**src/rtl/core/http_chunked_body_decoder_macros.svh**
```systemverilog
// ----------------------------------------------------------------------------
// Assertion macros for the chunked body decoder
// Concurrent checks clocked on clk; compiled out when NO_ASSERTIONS is set.
// ----------------------------------------------------------------------------
`ifndef HTTP_CHUNKED_BODY_DECODER_MACROS_SVH
`define HTTP_CHUNKED_BODY_DECODER_MACROS_SVH

`ifndef NO_ASSERTIONS
// Check a property outside of reset
`define CHBD_ASSERT(label, prop, msg) \
  label: assert property (@(posedge clk) disable iff (rst) (prop)) else $error(msg);
// Check a property at every edge, reset included
`define CHBD_ASSERT_ALWAYS(label, prop, msg) \
  label: assert property (@(posedge clk) (prop)) else $error(msg);
`else
`define CHBD_ASSERT(label, prop, msg)
`define CHBD_ASSERT_ALWAYS(label, prop, msg)
`endif

`endif

```
**src/rtl/core/chbd_pkg.sv**
```systemverilog
// ----------------------------------------------------------------------------
// chbd_pkg
// Shared types, constants and decode helpers of the chunked body decoder.
// ----------------------------------------------------------------------------
package chbd_pkg;

  // Width of the chunk size counter
  localparam int SizeBits = 32;

  // Result kinds
  localparam logic [1:0] KIND_BODY     = 2'd0;
  localparam logic [1:0] KIND_COMPLETE = 2'd1;
  localparam logic [1:0] KIND_OVERFLOW = 2'd2;

  // Framing bytes
  localparam logic [7:0] CHAR_CR    = 8'h0D;
  localparam logic [7:0] CHAR_LF    = 8'h0A;
  localparam logic [7:0] CHAR_SPACE = 8'h20;
  localparam logic [7:0] CHAR_TAB   = 8'h09;

  // Bytes dropped after the data of a chunk
  localparam logic [1:0] TRAILER_BYTES = 2'd2;

  typedef struct packed {
    logic [7:0] in_byte;
    logic       start_of_message;
  } in_item_t;

  typedef struct packed {
    logic [7:0] out_byte;
    logic [1:0] out_kind;
  } out_item_t;

  typedef struct packed {
    logic       valid;
    logic [3:0] value;
  } hex_digit_t;

  // Decode one ASCII hex digit, either letter case
  function automatic hex_digit_t hex_decode(input logic [7:0] b);
    hex_digit_t d;
    d.valid = 1'b1;
    d.value = b[3:0];
    if (b >= 8'h30 && b <= 8'h39) begin
      d.value = b[3:0];
    end else if ((b >= 8'h41 && b <= 8'h46) || (b >= 8'h61 && b <= 8'h66)) begin
      d.value = b[3:0] + 4'd9;
    end else begin
      d.valid = 1'b0;
    end
    return d;
  endfunction

  // Space, tab, LF, VT, FF and CR
  function automatic logic is_blank(input logic [7:0] b);
    return (b == CHAR_SPACE) || (b >= CHAR_TAB && b <= CHAR_CR);
  endfunction

endpackage

```
**src/rtl/core/chbd_core.sv**
```systemverilog
// ----------------------------------------------------------------------------
// chbd_core
// Parser state and one-byte step: size line, data countdown, trailer skip.
// ----------------------------------------------------------------------------
module chbd_core (
  input  logic              clk,
  input  logic              rst,
  input  logic              go,
  input  chbd_pkg::in_item_t item,
  output logic              res_valid,
  output chbd_pkg::out_item_t res
);

  typedef enum logic [2:0] {
    PH_LEAD   = 3'd0,
    PH_DIGITS = 3'd1,
    PH_REST   = 3'd2,
    PH_DATA   = 3'd3,
    PH_SKIP   = 3'd4,
    PH_DONE   = 3'd5,
    PH_FAULT  = 3'd6
  } phase_t;

  phase_t                        phase, phase_next;
  logic [chbd_pkg::SizeBits-1:0] chunk_remaining, chunk_remaining_next;
  logic                          digit_seen, digit_seen_next;
  logic                          previous_was_cr, previous_was_cr_next;
  logic [1:0]                    trailer_skip_count, trailer_skip_count_next;

  // Effective state after an optional restart
  phase_t                        ph;
  logic [chbd_pkg::SizeBits-1:0] cnt;
  logic                          ds;
  logic                          pcr;
  logic [1:0]                    tsc;
  logic [7:0]                    b;
  chbd_pkg::hex_digit_t          hd;
  logic                          emit;

  assign b  = item.in_byte;
  assign hd = chbd_pkg::hex_decode(b);

  // Apply the restart flag before the byte is taken
  always_comb begin
    if (item.start_of_message) begin
      ph  = PH_LEAD;
      cnt = '0;
      ds  = 1'b0;
      pcr = 1'b0;
      tsc = 2'd0;
    end else begin
      ph  = phase;
      cnt = chunk_remaining;
      ds  = digit_seen;
      pcr = previous_was_cr;
      tsc = trailer_skip_count;
    end
  end

  // Step one byte
  always_comb begin
    phase_next              = ph;
    chunk_remaining_next    = cnt;
    digit_seen_next         = ds;
    previous_was_cr_next    = pcr;
    trailer_skip_count_next = tsc;
    emit                    = 1'b0;
    res.out_byte            = 8'd0;
    res.out_kind            = chbd_pkg::KIND_BODY;
    unique case (ph)
      PH_LEAD, PH_DIGITS, PH_REST: begin
        if (b == chbd_pkg::CHAR_LF && pcr) begin
          previous_was_cr_next = 1'b0;
          if (!ds || cnt == '0) begin
            phase_next   = PH_DONE;
            emit         = 1'b1;
            res.out_kind = chbd_pkg::KIND_COMPLETE;
          end else begin
            phase_next = PH_DATA;
          end
        end else begin
          previous_was_cr_next = (b == chbd_pkg::CHAR_CR);
          if (ph != PH_REST) begin
            if (hd.valid) begin
              if (cnt[chbd_pkg::SizeBits-1 -: 4] != 4'd0) begin
                phase_next   = PH_FAULT;
                emit         = 1'b1;
                res.out_kind = chbd_pkg::KIND_OVERFLOW;
              end else begin
                chunk_remaining_next = {cnt[chbd_pkg::SizeBits-5:0], hd.value};
                digit_seen_next      = 1'b1;
                phase_next           = PH_DIGITS;
              end
            end else if (!(ph == PH_LEAD && chbd_pkg::is_blank(b))) begin
              phase_next = PH_REST;
            end
          end
        end
      end
      PH_DATA: begin
        chunk_remaining_next = cnt - chbd_pkg::SizeBits'(1);
        if (cnt == chbd_pkg::SizeBits'(1)) begin
          phase_next              = PH_SKIP;
          trailer_skip_count_next = chbd_pkg::TRAILER_BYTES;
        end
        emit         = 1'b1;
        res.out_byte = b;
        res.out_kind = chbd_pkg::KIND_BODY;
      end
      PH_SKIP: begin
        trailer_skip_count_next = tsc - 2'd1;
        if (tsc == 2'd1) begin
          phase_next              = PH_LEAD;
          chunk_remaining_next    = '0;
          digit_seen_next         = 1'b0;
          previous_was_cr_next    = 1'b0;
          trailer_skip_count_next = 2'd0;
        end
      end
      default: begin
        // halted: ignore bytes until a restart
      end
    endcase
  end

  assign res_valid = go & emit;

  // Hold state; advance on each consumed byte
  always_ff @(posedge clk) begin
    if (rst) begin
      phase              <= PH_LEAD;
      chunk_remaining    <= '0;
      digit_seen         <= 1'b0;
      previous_was_cr    <= 1'b0;
      trailer_skip_count <= 2'd0;
    end else if (go) begin
      phase              <= phase_next;
      chunk_remaining    <= chunk_remaining_next;
      digit_seen         <= digit_seen_next;
      previous_was_cr    <= previous_was_cr_next;
      trailer_skip_count <= trailer_skip_count_next;
    end
  end

`include "http_chunked_body_decoder_macros.svh"

  `CHBD_ASSERT(a_halted_silent, ((phase == PH_DONE || phase == PH_FAULT) && go && !item.start_of_message) |-> !res_valid, "halted decoder produced a result")
  `CHBD_ASSERT(a_data_nonzero, (phase == PH_DATA) |-> (chunk_remaining != '0), "data phase with zero count")
  `CHBD_ASSERT(a_skip_count, (phase == PH_SKIP) |-> (trailer_skip_count == 2'd1 || trailer_skip_count == 2'd2), "bad trailer skip count")

endmodule

```
**src/rtl/core/http_chunked_body_decoder.sv**
```systemverilog
// ----------------------------------------------------------------------------
// http_chunked_body_decoder
// Decodes a chunked HTTP body, one raw byte per transaction.
// ----------------------------------------------------------------------------
// Usage:
//   raw channel (raw_valid / raw_stall / raw) carries one byte of the chunked
//   stream per transaction; raw.start_of_message restarts at a new size line.
//   body channel (body_valid / body_stall / body) carries zero or one result
//   per raw byte: a body byte, a message-complete mark or a size overflow.
//   A raw byte is taken into the input register; its result is loaded into
//   the result register and presented on body when the parser steps over
//   it (go). Throughput: one byte per cycle while body_stall does not hold a
//   result; the combinational parser step between the two registers sets
//   that rate.
//   The input register refills in the same cycle its byte is consumed, and a
//   result waiting in the output register does not block the parser as long
//   as body_stall is low in that cycle.
//   While body_stall holds a result, the parser holds and raw_stall rises
//   once the input register is full.
//   Reset (rst, synchronous) empties both registers and returns the parser to
//   the start of a size line; the block takes bytes the cycle after reset.
// ----------------------------------------------------------------------------
module http_chunked_body_decoder (
  input  logic                clk,
  input  logic                rst,
  input  logic                raw_valid,
  output logic                raw_stall,
  input  chbd_pkg::in_item_t  raw,
  output logic                body_valid,
  input  logic                body_stall,
  output chbd_pkg::out_item_t body
);

  logic                q_valid;
  chbd_pkg::in_item_t  q_item;
  logic                go;
  logic                res_valid;
  chbd_pkg::out_item_t res;

  // Consume the held byte when the result register is free or draining
  assign go        = q_valid & (~body_valid | ~body_stall);
  assign raw_stall = q_valid & ~go;

  // Input register
  always_ff @(posedge clk) begin
    if (rst) begin
      q_valid <= 1'b0;
    end else if (!raw_stall) begin
      q_valid <= raw_valid;
    end
  end

  always_ff @(posedge clk) begin
    if (!raw_stall && raw_valid) begin
      q_item <= raw;
    end
  end

  chbd_core u_core (
    .clk       (clk),
    .rst       (rst),
    .go        (go),
    .item      (q_item),
    .res_valid (res_valid),
    .res       (res)
  );

  // Result register
  always_ff @(posedge clk) begin
    if (rst) begin
      body_valid <= 1'b0;
    end else if (go) begin
      body_valid <= res_valid;
    end else if (!body_stall) begin
      body_valid <= 1'b0;
    end
  end

  always_ff @(posedge clk) begin
    if (go && res_valid) begin
      body <= res;
    end
  end

`include "http_chunked_body_decoder_macros.svh"

  `CHBD_ASSERT_ALWAYS(a_stall_needs_item, raw_stall |-> q_valid, "stall raised with empty input register")
  `CHBD_ASSERT(a_drain_clears, (body_valid && !body_stall && !go) |=> !body_valid, "taken result not cleared")
  `CHBD_ASSERT(a_hold_on_stall, (body_valid && body_stall) |-> !go, "parser advanced over a held result")

endmodule
```
**config.mk**
```make
export PLATFORM = sky130hd
export DESIGN_NAME = http_chunked_body_decoder
export DESIGN_NICKNAME = d
export VERILOG_FILES = /design/src/rtl/core/chbd_pkg.sv /design/src/rtl/core/chbd_core.sv /design/src/rtl/core/http_chunked_body_decoder.sv
export VERILOG_INCLUDE_DIRS = /design/src /design/src/rtl/core
export SDC_FILE = /design/constraint.sdc
export NUM_CORES = 1
export LEC_CHECK = 0
export ABC_AREA = 1
export BUFFER_PORTS_ARGS = -buffer_cell sky130_fd_sc_hd__buf_2
export CAP_MARGIN = 10
export CELL_PAD_IN_SITES_DETAIL_PLACEMENT = 0
export CELL_PAD_IN_SITES_GLOBAL_PLACEMENT = 1
export CORE_ASPECT_RATIO = 1.75
export CORE_MARGIN = 2
export CORE_UTILIZATION = 48
export CTS_CLUSTER_SIZE = 10
export DETAILED_ROUTE_END_ITERATION = 8
export GPL_ROUTABILITY_DRIVEN = 0
export PLACE_DENSITY = 0.85
export SLEW_MARGIN = 20
export SYNTH_ARGS = -nofsm -noshare
export SYNTH_HDL_FRONTEND = slang
export SYNTH_SLANG_ARGS = --single-unit
```
**constraint.sdc**
```tcl
create_clock -name clk -period 3.5 [get_ports clk]
set_input_delay 0.7 -clock clk [delete_from_list [all_inputs] [get_ports clk]]
set_output_delay 0.7 -clock clk [all_outputs]
set_load 0.01 [all_outputs]
```
==> flow_metrics.tcl <==
set metrics [dict create \
    startpoint_type "register" \
    avgSynthCellArea_um2 6.43 \
    drive_gt1_frac 0.160 \
    cts_buffer_depth 2 \
    viasPerCell 5.56 \
    first_global_vias 4621 \
    peakVddDrop_mv 0.255 \
    tightest_slew_ns 0.677 \
    powerDensity_mw_per_mm2 417 \
    yosys.area.top_type "dfxtp_1" \
    syn_area_mm2 0.00455 \
    critical-path-top-delay-family "simple AND/OR/NAND/NOR gates" \
    r2r_slack_ns 0.89 \
    hold_class "reg2reg" \
    fin_nets 747 \
    core-area_mm2 0.00935 \
    post_cts_buffers 0 \
    synth_cells 708 \
    grt_setup_unrepaired "false" \
    cts_made_buffers 9 \
    synth_nets 729 \
    area_delta_synth_final_pct 10.8 \
    start_util 0.487 \
    cp.arrival_ns 2.88 \
    r2r-end "u_core.chunk_remaining[3]" \
    drv_cap 0 \
    routed_wl_mm 14.6 \
    htree_levels 3 \
    ctsRootBufferMaster "clkbuf_16" \
    min_period_ns 2.61 \
    drtIter0Drc 386 \
    via_count 4741 \
    p_leak_nw 2.62 \
    ctsHoldBuffers 0 \
    dp_hpwl_mm 10.9 \
    grt_max_degree 41 \
    clk_pin_slew_ns 0.05 \
    cts_resized 0 \
    die_y_um 133 \
    crit_slowest_cell "nand3_1" \
    critPathCaptureType "register" \
    die_area_mm2 0.0103 \
    drt-pass1-iter-count 8 \
    pin_count 25 \
    cp.required_ns 3.78 \
    cp_max_fo 12 \
    slew-limit-headroom 0.548 \
    n_antenna_cell 0 \
    antenna_found_initial 0 \
    drtAntennaViolNets 0 \
    slew_violations 0 \
    cts_sinks 60 \
    yosys_register_bits 60 \
    cts_tree "done" \
    avgRoutedWirePerCell_um 17.1 \
    ys_seq_area_frac 0.306 \
    rows 47 \
    min_period_over_period 0.745 \
    portBuffers 24 \
    hold_violations 0 \
    setup_viol 0 \
    grt_usage 0.287 \
    fmax_ghz 0.384 \
    fin_util 0.540 \
    worstSkewPairLatency_ns 0.33 \
    worstSetupPathType "reg2reg" \
    status "completed" \
    reg2reg_from "q_item[2]" \
    synthTopCellsByArea "dfxtp_1 18%, nand2_1 16%, edfxtp_1 13%, nor2_1 7.3%, inv_1 6.0%" \
    skew_ns 0.00468 \
    reg2reg_depth 12 \
    whs_path_depth 2 \
    synth_warnings 0 \
    yosysTopAreaCellShare 0.180 \
    drc 0 \
    path_cells "inv_1 -> ha_1 -> inv_1 -> nand3_1 -> nand3_2 -> nand2_2 -> nand3_1 -> o21ai_0 -> nand2_1 -> nand3_1 -> nand2_1 -> inv_1" \
    ys_types 35 \
    hold_end "u_core.chunk_remaining[28]" \
    fin_setup_tns_ns 0 \
    die_w_um 77.6 \
    grt_pass1_wl_mm 22.8 \
    grt.overflow.total 0 \
    cp.buffers_inverters 3 \
    cpPeakStageDelay_ns 0.50 \
    min_from "u_core.chunk_remaining[28]" \
]
==> cell type report <==
cell class                 instances  area (um^2)
fill                             975         4300
sequential                        60         1390
clock inverter                     4         72.6
inverter                          80          305
timing repair buffer              30          178
tap                              122          153
multi-input combinational        545         2700
clock buffer                      12          246
==> power by group <==
part	total (mW)	switching (mW)	internal [mW]
clock network	0.956	0.315	0.641
logic	0.385	0.275	0.110
registers	0.765	0.0232	0.742
==> how the worst max path moves through the flow <==
stage               slack [ns]                   endpoint  startpoint  cells past startpoint
floorplan                 1.37                    body[0]  body_stall                      7
global placement          0.97                    body[4]   q_item[0]                     13
detailed placement        0.92                    body[4]   q_item[0]                     13
CTS                       0.92                    body[7]   q_item[0]                     13
global route              0.63  u_core.chunk_remaining[3]   q_item[2]                     12
finish                    0.89  u_core.chunk_remaining[3]   q_item[2]                     12
==> cells in the final DEF, fill, tap and decap left out, types with 4 or more instances in the layout <==
cell / count
a31oi_1: 7
a21oi_1: 46
edfxtp_1: 19
nand2_2: 28
inv_1: 73
o211ai_1: 4
buf_2: 24
nand3b_1: 4
nor2_4: 5
o21ai_1: 6
nand4_1: 8
nor2_2: 16
dfxtp_1: 41
buf_4: 5
ha_1: 8
inv_2: 6
nand2_1: 197
nand2_4: 12
nor2_1: 88
nor3_1: 8
clkbuf_16: 9
nand3_1: 47
o21ai_0: 43
o21bai_1: 4
==> cell usage after synthesis <==
cell,number
nand3_1,47
ha_1,8
o31ai_1,1
nor2_1,89
nand3b_1,4
o2111ai_1,1
o211ai_1,4
nand4_1,8
nor3_1,8
o22ai_1,2
buf_6,4
nand2_4,12
xor2_1,3
a31oi_1,7
dfxtp_1,41
buf_2,8
inv_6,1
a211oi_1,1
inv_1,73
nand2_2,28
o21bai_1,4
nand2_1,197
a21oi_2,2
o21ai_1,6
nor2_4,5
inv_2,6
edfxtp_1,19
a41oi_1,1
clkbuf_1,9
nor2_2,15
nand3_2,2
buf_12,2
o21ai_0,43
a21oi_1,46
nor2_8,1
==> cell families (layout without fill, tap and decap cells) <==
group | after synthesis | after routing | synth area share
buf+inv | 103 | 126 | 0.102
fa+ha+maj | 8 | 8 | 0.0220
xor+xnor | 3 | 3 | 0.00577
simple gates | 416 | 416 | 0.424
flops | 60 | 60 | 0.306
compound gates | 118 | 118 | 0.141
==> worst reg2reg max path, cell delays in order (launching register included) <==
cell and delay [ns]:
edfxtp_1 0.44, inv_1 0.15, ha_1 0.21, inv_1 0.07, nand3_1 0.14, nand3_2 0.17, nand2_2 0.22, nand3_1 0.51
o21ai_0 0.36, nand2_1 0.08, nand3_1 0.10, nand2_1 0.05, inv_1 0.07
==> state kept, by name (all words and copies together), names as in the netlist <==
| register | count |
|---|---|
| u_core.phase | 3 |
| u_core.digit_seen | 1 |
| u_core.chunk_remaining | 32 |
| body | 10 |
| q_item | 9 |
| body_valid | 1 |
| u_core.trailer_skip_count | 2 |
| q_valid | 1 |
| u_core.previous_was_cr | 1 |
==> layer usage <==
layer	up-vias	routed length [um]	track usage
li1	2322	-	-
met1	2173	5150	0.283
met2	180	7780	0.528
met3	66	644	0.0382
met4	0	1040	0.218
met5	-	0	0
==> through the flow <==
step	instances	setup WS (ns)	cell area [um^2]	hold WS [ns]	power (mW)
6_report	853	0.894	5050	0.463	2.11
4_1_cts	853	0.925	5050	0.464	2.11
3_3_place_gp	837	0.969	4730	0.451	1.15
2_1_floorplan	708	1.37	4550	0.439	1.06
3_5_place_dp	837	0.923	4730	0.456	1.16
5_1_grt	853	0.628	5050	0.479	2.19
No activity file was read; power rests on OpenSTA's default activity.
